<file path="src/rtl/swm_pkg.sv">
package swm_pkg;

  localparam int unsigned CFG_WIDTH  = 7;
  localparam int unsigned DATA_WIDTH = 32;

  typedef enum logic [2:0] {
    ST_CLEAR,
    ST_IDLE,
    ST_SCAN_UP,
    ST_WR_UP,
    ST_SCAN_DN,
    ST_WR_DN,
    ST_EMIT
  } swm_state_e;

endpackage

</file>
<file path="src/rtl/swm_ring.sv">
module swm_ring #(
  parameter int unsigned WINDOW_MAX = 64,
  parameter int unsigned VALUE_BITS = 32,
  parameter int unsigned IW         = $clog2(WINDOW_MAX + 1),
  parameter int unsigned AW         = (WINDOW_MAX > 1) ? $clog2(WINDOW_MAX) : 1
) (
  input  logic                  clk_i,
  input  logic                  rst_ni,
  input  logic                  restart_i,
  input  logic                  push_i,
  input  logic [VALUE_BITS-1:0] value_i,
  input  logic [IW-1:0]         k_i,
  output logic                  emit_o,
  output logic [VALUE_BITS-1:0] oldest_o
);

  localparam int unsigned SW = IW + 1;

  logic [VALUE_BITS-1:0] mem [WINDOW_MAX];
  logic [AW-1:0]         ptr_q, ptr_d;
  logic [IW-1:0]         fill_q, fill_d;
  logic [SW-1:0]         old_sum;
  logic [AW-1:0]         old_addr;
  logic [VALUE_BITS-1:0] rd_q;

  always_comb begin
    old_sum = SW'(ptr_q) + SW'(1) + SW'(WINDOW_MAX) - SW'(k_i);
    if (old_sum >= SW'(WINDOW_MAX)) begin
      old_sum = old_sum - SW'(WINDOW_MAX);
    end
    old_addr = old_sum[AW-1:0];
  end

  assign emit_o = (IW'(fill_q + IW'(1)) == k_i);

  always_comb begin
    ptr_d  = ptr_q;
    fill_d = fill_q;
    if (restart_i) begin
      ptr_d  = '0;
      fill_d = '0;
    end else if (push_i) begin
      ptr_d = (ptr_q == AW'(WINDOW_MAX - 1)) ? '0 : AW'(ptr_q + AW'(1));
      if (!emit_o) begin
        fill_d = IW'(fill_q + IW'(1));
      end
    end
  end

  always_ff @(posedge clk_i or negedge rst_ni) begin
    if (!rst_ni) begin
      ptr_q  <= '0;
      fill_q <= '0;
    end else begin
      ptr_q  <= ptr_d;
      fill_q <= fill_d;
    end
  end

  // window of one: the oldest value is the one being written
  always_ff @(posedge clk_i) begin
    if (push_i) begin
      mem[ptr_q] <= value_i;
      rd_q       <= (old_addr == ptr_q) ? value_i : mem[old_addr];
    end
  end

  assign oldest_o = rd_q;

endmodule

</file>
<file path="src/rtl/swm_table.sv">
module swm_table #(
  parameter int unsigned WINDOW_MAX = 64,
  parameter int unsigned VALUE_BITS = 32,
  parameter int unsigned IW         = $clog2(WINDOW_MAX + 1),
  parameter int unsigned AW         = (WINDOW_MAX > 1) ? $clog2(WINDOW_MAX) : 1
) (
  input  logic                  clk_i,
  input  logic                  we_i,
  input  logic [AW-1:0]         waddr_i,
  input  logic [VALUE_BITS-1:0] wval_i,
  input  logic [IW-1:0]         wcnt_i,
  input  logic                  re_i,
  input  logic [AW-1:0]         raddr_i,
  output logic [VALUE_BITS-1:0] rval_o,
  output logic [IW-1:0]         rcnt_o
);

  logic [VALUE_BITS+IW-1:0] mem [WINDOW_MAX];
  logic [VALUE_BITS+IW-1:0] rd_q;

  always_ff @(posedge clk_i) begin
    if (we_i) begin
      mem[waddr_i] <= {wval_i, wcnt_i};
    end
    if (re_i) begin
      rd_q <= mem[raddr_i];
    end
  end

  assign rval_o = rd_q[VALUE_BITS+IW-1:IW];
  assign rcnt_o = rd_q[IW-1:0];

endmodule

</file>
<file path="src/rtl/sliding_window_mode.sv">
// Sliding window mode.
// Input beats on s_axis carry one sample each (tdata = sample_value). Once the
// window holds window_size samples, every input beat yields one output beat on
// m_axis with the window's mode (most frequent value, smallest on a tie), and
// the oldest sample leaves the window. While the window fills, no output.
// cfg: a beat on cfg_valid_i/cfg_ready_o writes window_size (0 acts as 1,
// values above WINDOW_MAX saturate) and restarts the stream from empty.
// A sample costs one pass over the count table memory while the window
// fills and two once it is full, one read per cycle. One sample is in work
// at a time. After reset and after each cfg beat, a clearing pass zeroes the
// counts; s_axis_tready stays low meanwhile.
// The output register holds a result while m_axis_tready is low; the next
// sample is accepted and processed meanwhile, and its result waits until the
// register is free.
module sliding_window_mode #(
  parameter int unsigned WINDOW_MAX = 64,
  parameter int unsigned VALUE_BITS = 32
) (
  input  logic                            clk_i,
  input  logic                            rst_ni,
  input  logic                            s_axis_tvalid,
  output logic                            s_axis_tready,
  input  logic [swm_pkg::DATA_WIDTH-1:0]  s_axis_tdata,   // [31:0] sample_value
  output logic                            m_axis_tvalid,
  input  logic                            m_axis_tready,
  output logic [swm_pkg::DATA_WIDTH-1:0]  m_axis_tdata,   // [31:0] mode_value
  input  logic                            cfg_valid_i,
  output logic                            cfg_ready_o,
  input  logic [swm_pkg::CFG_WIDTH-1:0]   cfg_data_i
);

  localparam int unsigned IW = $clog2(WINDOW_MAX + 1);
  localparam int unsigned AW = (WINDOW_MAX > 1) ? $clog2(WINDOW_MAX) : 1;

  swm_pkg::swm_state_e   state_q, state_d;
  logic [IW-1:0]         idx_q, idx_d;
  logic [IW-1:0]         k_q, k_d;
  logic                  out_vld_q;
  logic [VALUE_BITS-1:0] out_q;

  logic                  s_acc, cfg_acc, load_out;
  logic [VALUE_BITS-1:0] sample;
  logic                  ring_emit;
  logic [VALUE_BITS-1:0] oldest;

  logic                  tbl_we, tbl_re;
  logic [AW-1:0]         tbl_waddr;
  logic [VALUE_BITS-1:0] tbl_wval, tbl_rval;
  logic [IW-1:0]         tbl_wcnt, tbl_rcnt;

  logic [VALUE_BITS-1:0] val_q;
  logic                  emit_q;
  logic                  hit_q, free_q;
  logic [AW-1:0]         hit_slot_q, free_slot_q, dn_slot_q;
  logic [IW-1:0]         hit_cnt_q, dn_cnt_q, best_cnt_q;
  logic [VALUE_BITS-1:0] best_val_q;
  logic [IW-1:0]         prev_idx;
  logic [AW-1:0]         slot;
  logic                  rd_ok;

  assign s_acc         = s_axis_tvalid && s_axis_tready;
  assign cfg_acc       = cfg_valid_i && cfg_ready_o;
  assign cfg_ready_o   = 1'b1;
  assign s_axis_tready = (state_q == swm_pkg::ST_IDLE);
  assign sample        = VALUE_BITS'(s_axis_tdata);
  assign m_axis_tvalid = out_vld_q;
  assign m_axis_tdata  = swm_pkg::DATA_WIDTH'(out_q);

  assign prev_idx = IW'(idx_q - IW'(1));
  assign slot     = prev_idx[AW-1:0];
  assign rd_ok    = (idx_q != '0);

  always_comb begin
    if (cfg_data_i == '0) begin
      k_d = IW'(1);
    end else if (32'(cfg_data_i) > 32'(WINDOW_MAX)) begin
      k_d = IW'(WINDOW_MAX);
    end else begin
      k_d = IW'(cfg_data_i);
    end
  end

  always_comb begin
    state_d   = state_q;
    idx_d     = idx_q;
    tbl_we    = 1'b0;
    tbl_waddr = idx_q[AW-1:0];
    tbl_wval  = '0;
    tbl_wcnt  = '0;
    tbl_re    = 1'b0;
    load_out  = 1'b0;
    case (state_q)
      swm_pkg::ST_CLEAR: begin
        tbl_we = 1'b1;
        if (idx_q == IW'(WINDOW_MAX - 1)) begin
          state_d = swm_pkg::ST_IDLE;
          idx_d   = '0;
        end else begin
          idx_d = IW'(idx_q + IW'(1));
        end
      end
      swm_pkg::ST_IDLE: begin
        if (s_acc) begin
          state_d = swm_pkg::ST_SCAN_UP;
          idx_d   = '0;
        end
      end
      swm_pkg::ST_SCAN_UP, swm_pkg::ST_SCAN_DN: begin
        tbl_re = (idx_q != IW'(WINDOW_MAX));
        if (idx_q == IW'(WINDOW_MAX)) begin
          state_d = (state_q == swm_pkg::ST_SCAN_UP) ? swm_pkg::ST_WR_UP
                                                      : swm_pkg::ST_WR_DN;
          idx_d   = '0;
        end else begin
          idx_d = IW'(idx_q + IW'(1));
        end
      end
      swm_pkg::ST_WR_UP: begin
        tbl_we    = 1'b1;
        tbl_waddr = hit_q ? hit_slot_q : free_slot_q;
        tbl_wval  = val_q;
        tbl_wcnt  = hit_q ? IW'(hit_cnt_q + IW'(1)) : IW'(1);
        state_d   = emit_q ? swm_pkg::ST_SCAN_DN : swm_pkg::ST_IDLE;
      end
      swm_pkg::ST_WR_DN: begin
        tbl_we    = 1'b1;
        tbl_waddr = dn_slot_q;
        tbl_wval  = oldest;
        tbl_wcnt  = IW'(dn_cnt_q - IW'(1));
        state_d   = swm_pkg::ST_EMIT;
      end
      swm_pkg::ST_EMIT: begin
        if (!out_vld_q || m_axis_tready) begin
          load_out = 1'b1;
          state_d  = swm_pkg::ST_IDLE;
        end
      end
      default: begin
        state_d = swm_pkg::ST_CLEAR;
        idx_d   = '0;
      end
    endcase
    if (cfg_acc) begin
      state_d = swm_pkg::ST_CLEAR;
      idx_d   = '0;
    end
  end

  always_ff @(posedge clk_i or negedge rst_ni) begin
    if (!rst_ni) begin
      state_q   <= swm_pkg::ST_CLEAR;
      idx_q     <= '0;
      k_q       <= IW'(1);
      out_vld_q <= 1'b0;
    end else begin
      state_q <= state_d;
      idx_q   <= idx_d;
      if (cfg_acc) begin
        k_q <= k_d;
      end
      if (load_out) begin
        out_vld_q <= 1'b1;
      end else if (m_axis_tready) begin
        out_vld_q <= 1'b0;
      end
    end
  end

  always_ff @(posedge clk_i) begin
    if (load_out) begin
      out_q <= best_val_q;
    end
    if (s_acc) begin
      val_q      <= sample;
      emit_q     <= ring_emit;
      hit_q      <= 1'b0;
      free_q     <= 1'b0;
      best_cnt_q <= '0;
      best_val_q <= '0;
    end
    if (state_q == swm_pkg::ST_SCAN_UP && rd_ok) begin
      if (tbl_rcnt != '0 && tbl_rval == val_q) begin
        hit_q      <= 1'b1;
        hit_slot_q <= slot;
        hit_cnt_q  <= tbl_rcnt;
      end else if (tbl_rcnt == '0 && !free_q) begin
        free_q      <= 1'b1;
        free_slot_q <= slot;
      end
    end
    if (state_q == swm_pkg::ST_SCAN_DN && rd_ok && tbl_rcnt != '0) begin
      if (tbl_rcnt > best_cnt_q || (tbl_rcnt == best_cnt_q && tbl_rval < best_val_q)) begin
        best_cnt_q <= tbl_rcnt;
        best_val_q <= tbl_rval;
      end
      if (tbl_rval == oldest) begin
        dn_slot_q <= slot;
        dn_cnt_q  <= tbl_rcnt;
      end
    end
  end

  swm_ring #(
    .WINDOW_MAX (WINDOW_MAX),
    .VALUE_BITS (VALUE_BITS),
    .IW         (IW),
    .AW         (AW)
  ) u_ring (
    .clk_i     (clk_i),
    .rst_ni    (rst_ni),
    .restart_i (cfg_acc),
    .push_i    (s_acc),
    .value_i   (sample),
    .k_i       (k_q),
    .emit_o    (ring_emit),
    .oldest_o  (oldest)
  );

  swm_table #(
    .WINDOW_MAX (WINDOW_MAX),
    .VALUE_BITS (VALUE_BITS),
    .IW         (IW),
    .AW         (AW)
  ) u_table (
    .clk_i   (clk_i),
    .we_i    (tbl_we),
    .waddr_i (tbl_waddr),
    .wval_i  (tbl_wval),
    .wcnt_i  (tbl_wcnt),
    .re_i    (tbl_re),
    .raddr_i (idx_q[AW-1:0]),
    .rval_o  (tbl_rval),
    .rcnt_o  (tbl_rcnt)
  );

endmodule

</file>
<file path="config.mk">
export PLATFORM = sky130hd
export DESIGN_NAME = sliding_window_mode
export DESIGN_NICKNAME = d
export VERILOG_FILES = /design/src/rtl/swm_pkg.sv /design/src/rtl/swm_ring.sv /design/src/rtl/swm_table.sv /design/src/rtl/sliding_window_mode.sv
export SDC_FILE = /design/constraint.sdc
export NUM_CORES = 2
export LEC_CHECK = 0
export BUFFER_PORTS_ARGS = -buffer_cell sky130_fd_sc_hd__buf_2
export CAP_MARGIN = 20
export CORE_ASPECT_RATIO = 2
export CORE_MARGIN = 5
export CORE_UTILIZATION = 45
export CTS_BUF_LIST = sky130_fd_sc_hd__clkbuf_2 sky130_fd_sc_hd__clkbuf_4 sky130_fd_sc_hd__clkbuf_8
export CTS_CLUSTER_DIAMETER = 50
export DETAILED_ROUTE_END_ITERATION = 16
export SYNTH_ARGS = -nofsm -noshare
export SYNTH_HDL_FRONTEND = slang
export SYNTH_MEMORY_MAX_BITS = 65536
export SYNTH_SLANG_ARGS = --single-unit
</file>
<file path="constraint.sdc">
create_clock -name clk_i -period 9.76 [get_ports clk_i]
set_clock_uncertainty 0.15 [all_clocks]
set_input_delay 0.976 -clock clk_i [delete_from_list [all_inputs] [get_ports clk_i]]
set_output_delay 0.976 -clock clk_i [all_outputs]
set_load 0.01 [all_outputs]
</file>
==> metrics <==
status finished, final reports clean; die footprint 424000 um2; CP top delay family adder cells; worst path cell trace ha_1, ha_1, ha_1, inv_1, fa_4, buf_4, mux4_2, mux2i_1, a32oi_1, a211oi_1, a221oi_1; Routability Congestion 0.865; Num CTS Buffers 643; unrepaired setup endpoints after global routing false; Yosys reg bits 4784; HPWL Detailed 307 mm; Post-Place Worst Slack 4.11 ns; max-cap viol count 0; mapped cell area 184000 um2; CTS tree done; DRC viols 0; share of the core filled with cells 50.4%; register area 143000 um2; worst r2r path cells 11; Startpoint Class flop; number of enable flip-flop cells after synthesis 4712; Cell variety after synth 62; Max FO, Critical Path 58; crit path launch u_ring.ptr_q[0]$_DFFE_PN0P_; drt pass-1 iters 7; WP data arrival 6.33 ns; routed wire length 528 mm; syn_area_per_cell 22.3 um2; clock sink count 4784; final worst slack 4.06 ns; initial core utilization 45.1%; type of the most critical hold path input port to flop; reg2reg start u_ring.ptr_q[0]$_DFFE_PN0P_; register area share after synthesis 77.6%; IO buf count 77; Layout fillers 32423; vias in the first global route 94340; grt ovf 0; setup violators final 0; asr flop ratio synth 0.648%; vias per cell 6.06; area added between synthesis and finish 11.7%; die width 463 um; via count 89326; Root Driver clkbuf_8; Critical Path End Type flop; Routed Antenna Nets 0; Area after DPL 193000 um2; Leak Pwr 63.2 nW; Synth Instances 8263; hold slack 0.0588 ns; num rows 332; layout cell share with drive strength beyond 1 31.2%; CP Depth 11; slew of the pin with the lowest slew margin 1.18 ns; clock-pin slew on the worst setup and hold paths 0.07 ns; CP max stage delay 1.37 ns; VDD IR max 0.000290 V; CP Capture Point u_ring.oldest_o[29]$_DFFE_PP_; top_reg_cell synth edfxtp_1; Pwr Density 247 nW/um2; R2R Setup Slk 4.06 ns; Die H 916 um; largest net degree at the start of global routing 149; Yosys top cell area share 76.7%; DR WL/cell 35.8 um; synth warn 0; cell mode on critical path ha_1; Critical Path RT 10.39 ns; slowest CP cell fa_4; placed cells 13524; Synth Net Count 8362; setup tns final 0 ns; antenna violations before repair 31; minimum clock period 5.70 ns; Buf+Inv Stages, Crit Path 2; Design Area, Final 206000 um2; setup bufs post-CTS 0; Total Routing Usage GR 24.6%; Pins Over Slew Limit 0; CTS Hold Bufs 3; clk buf depth 4; post_cts resized 0; fin cells 14748; H-Tree Depth 6; core area 409000 um2; Max-slew headroom 21.5%; top post-synthesis cells by area edfxtp_1 (77%), mux4_2 (16%), nand2_1 (0.90%); fmax 0.176 GHz; Power, Total 50.9 mW; period utilisation layout 58.4%; IO Pins 79; worst reg2reg endpoint u_ring.oldest_o[29]$_DFFE_PP_; final net count 8944; CP Class flop to flop; Yosys top cell by area edfxtp_1; Hold Violations, Final 0; initial drt markers 8828; global-route wire length before repair 731 mm; Clock Latency Late Sink 1.15 ns; Multi-input gate area 40400 um2
## final cells by class
cell class | instances | area share (%)
Clock buffer | 881 | 5.24
Inverter | 89 | 0.163
Clock inverter | 249 | 0.747
Sequential cell | 4784 | 69.4
Antenna cell | 74 | 0.0898
Timing Repair Buffer | 378 | 1.47
Tap cell | 5344 | 3.24
Multi-Input combinational cell | 2949 | 19.6
## Yosys cell counts, drive strengths merged (2+ instances only)
master,count
a2111oi,2
and3,5
a32oi,64
ha,54
a31oi,2
o21a,2
a21o,16
a221oi,33
mux2,61
inv,89
o31ai,7
nor3,16
nor4,13
dfxtp,41
or3,10
a221o,19
nand2,441
xor2,56
a211oi,52
mux2i,127
mux4,1274
nand3b,5
edfxtp,4712
and4,2
o32a,2
nor2,216
o22ai,36
o21ai,31
a22oi,2
and2,25
a22o,33
clkbuf,231
buf,210
o22a,3
nand4,49
o211ai,2
nand2b,15
nand3,153
xnor2,52
a21oi,43
dfrtp,30
nor2b,11
or3b,2
## layer usage
layer  track usage (%)  vias up  share of wire (%)  routed length (um)
li1                  -    35973                  -                   -
met1              26.2    48367                 32              171000
met2              46.4     3764                 55              292000
met3              3.43     1218                5.5               29100
met4              14.0        4                6.8               36000
met5                 0        -             0.0057                  30
## cells in the final DEF (no fill, tap or decap), drive strengths merged, types with 15 or more instances in the layout
cell type	instances
a211oi	52
a21o	16
a21oi	43
a221o	19
a221oi	33
a22o	33
a32oi	64
and2	25
buf	372
clkbuf	881
clkinv	205
clkinvlp	19
dfrtp	30
dfxtp	41
diode	74
edfxtp	4712
ha	54
inv	100
mux2	61
mux2i	127
mux4	1274
nand2	441
nand2b	15
nand3	153
nand4	49
nor2	216
nor3	16
o21ai	31
o22ai	36
xnor2	52
xor2	56
## report_power, final
part           total [mW]  internal [mW]  switching (mW)  leakage [nW]
Clock                14.9           7.54            7.40          6.53
Combinational        12.0           4.98            6.97          13.4
Sequential           24.0           23.4           0.537          43.3
Total                50.9           36.0            14.9          63.2
## flip-flops by register name, indices dropped and copies added (netlist names), 3 cells and up
register / count
best_val_q: 32
hit_cnt_q: 7
val_q: 32
k_q: 7
dn_slot_q: 6
u_table.mem: 2496
free_slot_q: 6
u_ring.mem: 2048
hit_slot_q: 6
state_q: 3
idx_q: 7
m_axis_tdata: 32
u_ring.ptr_q: 6
best_cnt_q: 7
u_ring.oldest_o: 32
dn_cnt_q: 7
u_ring.fill_q: 7
u_table.rd_q: 39
## cell families after synthesis
kind of cell | synth area share, %
xor gates and xnor gates | 0.525
adders and majority gates | 0.377
buffers and inverters | 1.19
and+or+nand+nor | 2.28
muxes | 16.6
DFF | 77.6
other | 0.00203
AOI/OAI and AO/OA | 1.45
## how the worst min path moves through the flow
stage,from,endpoint,slack (ns),cells past startpoint
floorplan,best_val_q[10]$_DFF_P_,m_axis_tdata[10]$_DFFE_PP_,0.26,0
global placement,best_val_q[23]$_DFF_P_,m_axis_tdata[23]$_DFFE_PP_,0.27,0
detailed placement,best_val_q[22]$_DFF_P_,m_axis_tdata[22]$_DFFE_PP_,0.27,0
CTS,cfg_data_i[4],k_q[4]$_DFFE_PN0P_,0.04,3
global route,s_axis_tdata[3],u_ring.mem[39][3]$_DFFE_PP_,-0.004,1
finish,s_axis_tdata[3],u_ring.mem[62][3]$_DFFE_PP_,0.06,1
Note: power is estimated with default switching activity, not from simulation.
